File: src/hdl/dhlt_delay.sv
`timescale 1ns / 1ps
module dhlt_delay #(
    parameter int WIDTH = 8,
    parameter int DEPTH = 2
) (
    input  logic             i_clk,
    input  logic             i_en,
    input  logic [WIDTH-1:0] i_d,
    output logic [WIDTH-1:0] o_d
);
    logic [WIDTH-1:0] r_pipe [DEPTH];

    always_ff @(posedge i_clk) begin
        if (i_en) begin
            r_pipe[0] <= i_d;
            for (int k = 1; k < DEPTH; k++) begin
                r_pipe[k] <= r_pipe[k-1];
            end
        end
    end

    assign o_d = r_pipe[DEPTH-1];
endmodule

File: config.mk
export PLATFORM = sky130hd
export DESIGN_NAME = dhlt_delay
export DESIGN_NICKNAME = d
export VERILOG_FILES = /design/src/hdl/dhlt_delay.sv
export SDC_FILE = /design/constraint.sdc
export NUM_CORES = 1
export LEC_CHECK = 0
export BUFFER_PORTS_ARGS = -buffer_cell sky130_fd_sc_hd__buf_2
export CORE_AREA = 2 2 39 41
export DETAILED_ROUTE_END_ITERATION = 16
export DIE_AREA = 0 0 41 43
export PLACE_DENSITY = 0.7
export SLEW_MARGIN = 10
export SYNTH_ARGS = -nofsm -noshare
export SYNTH_HDL_FRONTEND = slang
export SYNTH_SLANG_ARGS = --single-unit
File: constraint.sdc
create_clock -name i_clk -period 0.8 [get_ports i_clk]
set_clock_uncertainty 0.05 [all_clocks]
set_input_delay 0.04 -clock i_clk [delete_from_list [all_inputs] [get_ports i_clk]]
set_output_delay 0.04 -clock i_clk [all_outputs]
set_load 0.01 [all_outputs]
Word-level counts from Yosys, hierarchy flattened
Memory sizes are Yosys's and may differ from the RTL's.
Cells that the tools add are included.
Widths: inputs -> output; s select.
{"block": "totals", "n_memories": 1, "wordCells": 3, "in_bits": 10, "output_inout_bits": 8, "ramBits": 16, "regBits": 0}
{"block": "classes", "muxes": 2}
{"memory": "r_pipe", "depth": 2, "word_bits": 8, "rd": 2, "rd_ports_with_merged_regs": 0, "wr": 2, "line": "11", "source": "logic [WIDTH-1:0] r_pipe [DEPTH];"}
{"cell": "$mux 1", "count": 2}

Logic depth before layout (Yosys ltp)
{"block": "depth", "depth_word": 2, "mapped_depth": 1}

Worst setup path after synthesis
No wires, ideal clock.
{"block": "synth_timing", "path_type": "register to register", "from": "mem r_pipe[0][2]", "to": "mem r_pipe[1][2] (netlist: r_pipe[0][10]), data pin", "arrival_ps": 323, "setup_time_ps": 266, "slack_ps": 161, "n_path_buf": 0, "t_required_ps": 484, "stages_incl_launch_ff": 1, "cell_sequence": "edfxtp_1"}
{"element": "start: declaration", "line": "11"}

==> results.toml <==
[placement]
pre_cts_ws_ns = 0.06107
placedCellCount = 49
gp_congestion = 0.5607
detailed_place.area_um2 = 585.6
buffer_ports.inserted = 17

[timing]
finalMaxSlewViolations = 0
slew-limit-headroom_pct = 77.86
rsz0062_at_grt = "yes"
worst_pin_slew_ns = 0.3321
final-hold-violation-count = 0
crit_share_post_route_pct = 108.1
report.final.setup_viol = 8
layout_setup_ws_ns = -0.06457
fin_setup_tns_ns = -0.4279
max_freq_mhz = 1157
period_needed_ns = 0.8646

[setup_path]
worst_r2r_path_depth = 0
setup.worst_path.start_class = "flip-flop"
worstSetupPathType = "reg2out"
r2r-end = "r_pipe[0][9]$_DFFE_PP_"
cp.arrival_ns = 0.77
timing.critical_path.from = "r_pipe[0][14]$_DFFE_PP_"
r2r-start = "r_pipe[0][1]$_DFFE_PP_"
cpMaxStageDelayCell = "sky130_fd_sc_hd__edfxtp_1"
slowest_delay_ns = 0.36
worst_setup_path_endpoint = "o_d[6]"
cp_max_fo = 1
timing.critical_path.max_delay_family = "flip-flops"
cp.required_ns = 0.71
critical_path.n_buffers_inverters = 1
worst-path-stages = 1
endpoint_kind = "output port"
timing.reg2reg.setup_slack_ns = 0.12
crit_chain = "buf_2"

[power]
power-per-cell-area_mw_per_mm2 = 2156
combinationalPowerShare_pct = 6.9
sequentialPowerShare_pct = 67.7
p_int_w = 0.001224
p_clk_share_pct = 25.3
switching_share_pct = 17.50
p_sw_w = 0.0002596
power.static_leakage_nw = 0.2707
maximum_vdd_drop_v = 0.0009742

[synth]
post_synth_xor_area_fraction_pct = 0
synth_compound_area_share_pct = 0
synth_cell_type_count = 2
synth.yosys.warnings = 0
syn-num-nets = 34
synth_area_um2 = 540.5
sequential_element_share_of_the_synthesized_area_pct = 88.89
yosys.area_share.adder_pct = 0
synth_mux_area_share_pct = 0
synth_seq_cells = 16
postSynthCellCount = 24
yosys.area_share.simple_pct = 0
avgSynthCellArea_um2 = 22.52
main_combinational_cell_family_by_area_after_synthesis = "buffers and inverters"

[cells_and_area]
top_register = "r_pipe"
multi_input_area_um2 = 0
num-multi-input-gates = 0
syn2layout_area_growth_pct = 27.31
antenna_cells_inserted = 0
post_route_cells_drive_above_1_share_pct = 45.45
largest_register_ff_count = 16
fin_nets = 56
final_area_um2 = 688.2
top_regs = "r_pipe (16)"
stdcell_count = 60

[clock_tree]
cts_tree = "yes"
clock_input_transition_at_the_sequential_cells_of_the_worst_setup_and_hold_paths_ns = 0.08
cts_max_path_buffers = 2
clkSinkCount = 16
cts.repair_timing.setup_buffer_count = 0
clk_root_buffer_cell = "sky130_fd_sc_hd__clkbuf_4"
cts_made_buffers = 3
cts-htree-levels = 1
worst_skew_pair.late_latency_ns = 0.27

[floorplan]
std_cell_rows = 14
design.core.area_mm2 = 0.001384
die_w_um = 41
initial_utilization_pct = 39.06
fp.dieArea_mm2 = 0.001763
die-height_um = 43
io-pin-count = 18

[global_routing]
pin_count_of_the_biggest_net_entering_global_routing = 17
globalRouteTotalUtil_pct = 8.845
antenna_found_initial = 0
grt_pass1_vias = 218
global_route_wire_length_before_repair_um = 931
grt_overflow = 0

[detailed_routing]
wl_met1_um = 207
drt_iter0_drc = 0
routed-wl-met3_um = 52
vias = 253
final_antenna_net_count = 0
routed_via_density = 4.217
detail_route.wl_per_cell_um = 10.10
route.final.wire_length_um = 606
highest-signal-layer = "met4"
number_of_optimization_iterations_in_the_first_detailed_route_pass = 1
met2RoutedLength_um = 329
route.detailed.drc = 0

[outcome]
violations = "negative setup slack"
outcome = "finished with violations"

[worst_hold_path]
hp-class = "in2reg"
timing.hold.worst_path_depth = 1

[flow_run]
drv_cap = 0
## logic make-up after synthesis
group                  after synthesis
flip-flops                          16
buffers and inverters                8
## area by class of cell
| type | instances | area (µm²) |
|---|---|---|
| clock buffers | 3 | 22.52 |
| flip-flops and latches | 16 | 480.5 |
| repair buffers | 25 | 165.2 |
| fillers | 120 | 695.7 |
| well taps | 16 | 20.02 |
## metrics by stage
| step | power (W) | utilization [%] | hold slack, ns |
|---|---|---|---|
| 2_1_floorplan | 0.001073 | - | 0.08887 |
| 3_3_place_gp | 0.001094 | 42.31 | 0.1666 |
| 3_5_place_dp | 0.001102 | 42.31 | 0.1711 |
| 4_1_cts | 0.001509 | 49.73 | 0.1344 |
| 5_1_grt | 0.001554 | 49.73 | 0.1401 |
| 6_report | 0.001484 | 49.73 | 0.1377 |
## Yosys cell counts
| cell type | instances | share of area (%) |
|---|---|---|
| sky130_fd_sc_hd__buf_4 | 8 | 11 |
| sky130_fd_sc_hd__edfxtp_1 | 16 | 89 |
## layer usage
layer / up-vias / GRT usage, %
li1: 122 / -
met1: 116 / 10.14
met2: 13 / 12.19
met3: 2 / 1.571
met4: 0 / 10.00
met5: - / 0
## power by group through the flow
stage                     registers (W)  clock network (W)   logic, W
after floorplan                 0.00102                  0  0.0000508
after global placement          0.00102                  0  0.0000728
after detailed placement        0.00103                  0  0.0000757
after CTS                       0.00101           0.000398   0.000105
after global routing            0.00101           0.000429   0.000115
final                           0.00100           0.000375   0.000103
## repair_timing
item | in CTS | in global routing
pin swaps | 0 | 0
cloned | 0 | 0
endpoints found under the setup margin | 8 | 8
hold endpoints to repair | 8 | 0
hold buffers | 8 | 0
gates resized for setup | 0 | 0
## cells in the final DEF, fill, tap and decap left out, drive strengths merged
cell type | Yosys | final
buf | 8 | 17
edfxtp | 16 | 16
dlygate4sd3 | 0 | 8
clkbuf | 0 | 3
## how the worst min path moves through the flow
stage                      start                 endpoint
after CTS                   i_en   r_pipe[0][5]$_DFFE_PP_
after detailed placement  i_d[6]   r_pipe[0][6]$_DFFE_PP_
after global routing        i_en   r_pipe[0][5]$_DFFE_PP_
after global placement    i_d[7]   r_pipe[0][7]$_DFFE_PP_
after floorplan           i_d[0]   r_pipe[0][0]$_DFFE_PP_
final                       i_en  r_pipe[0][10]$_DFFE_PP_
Power figures use the tool's default switching activity.
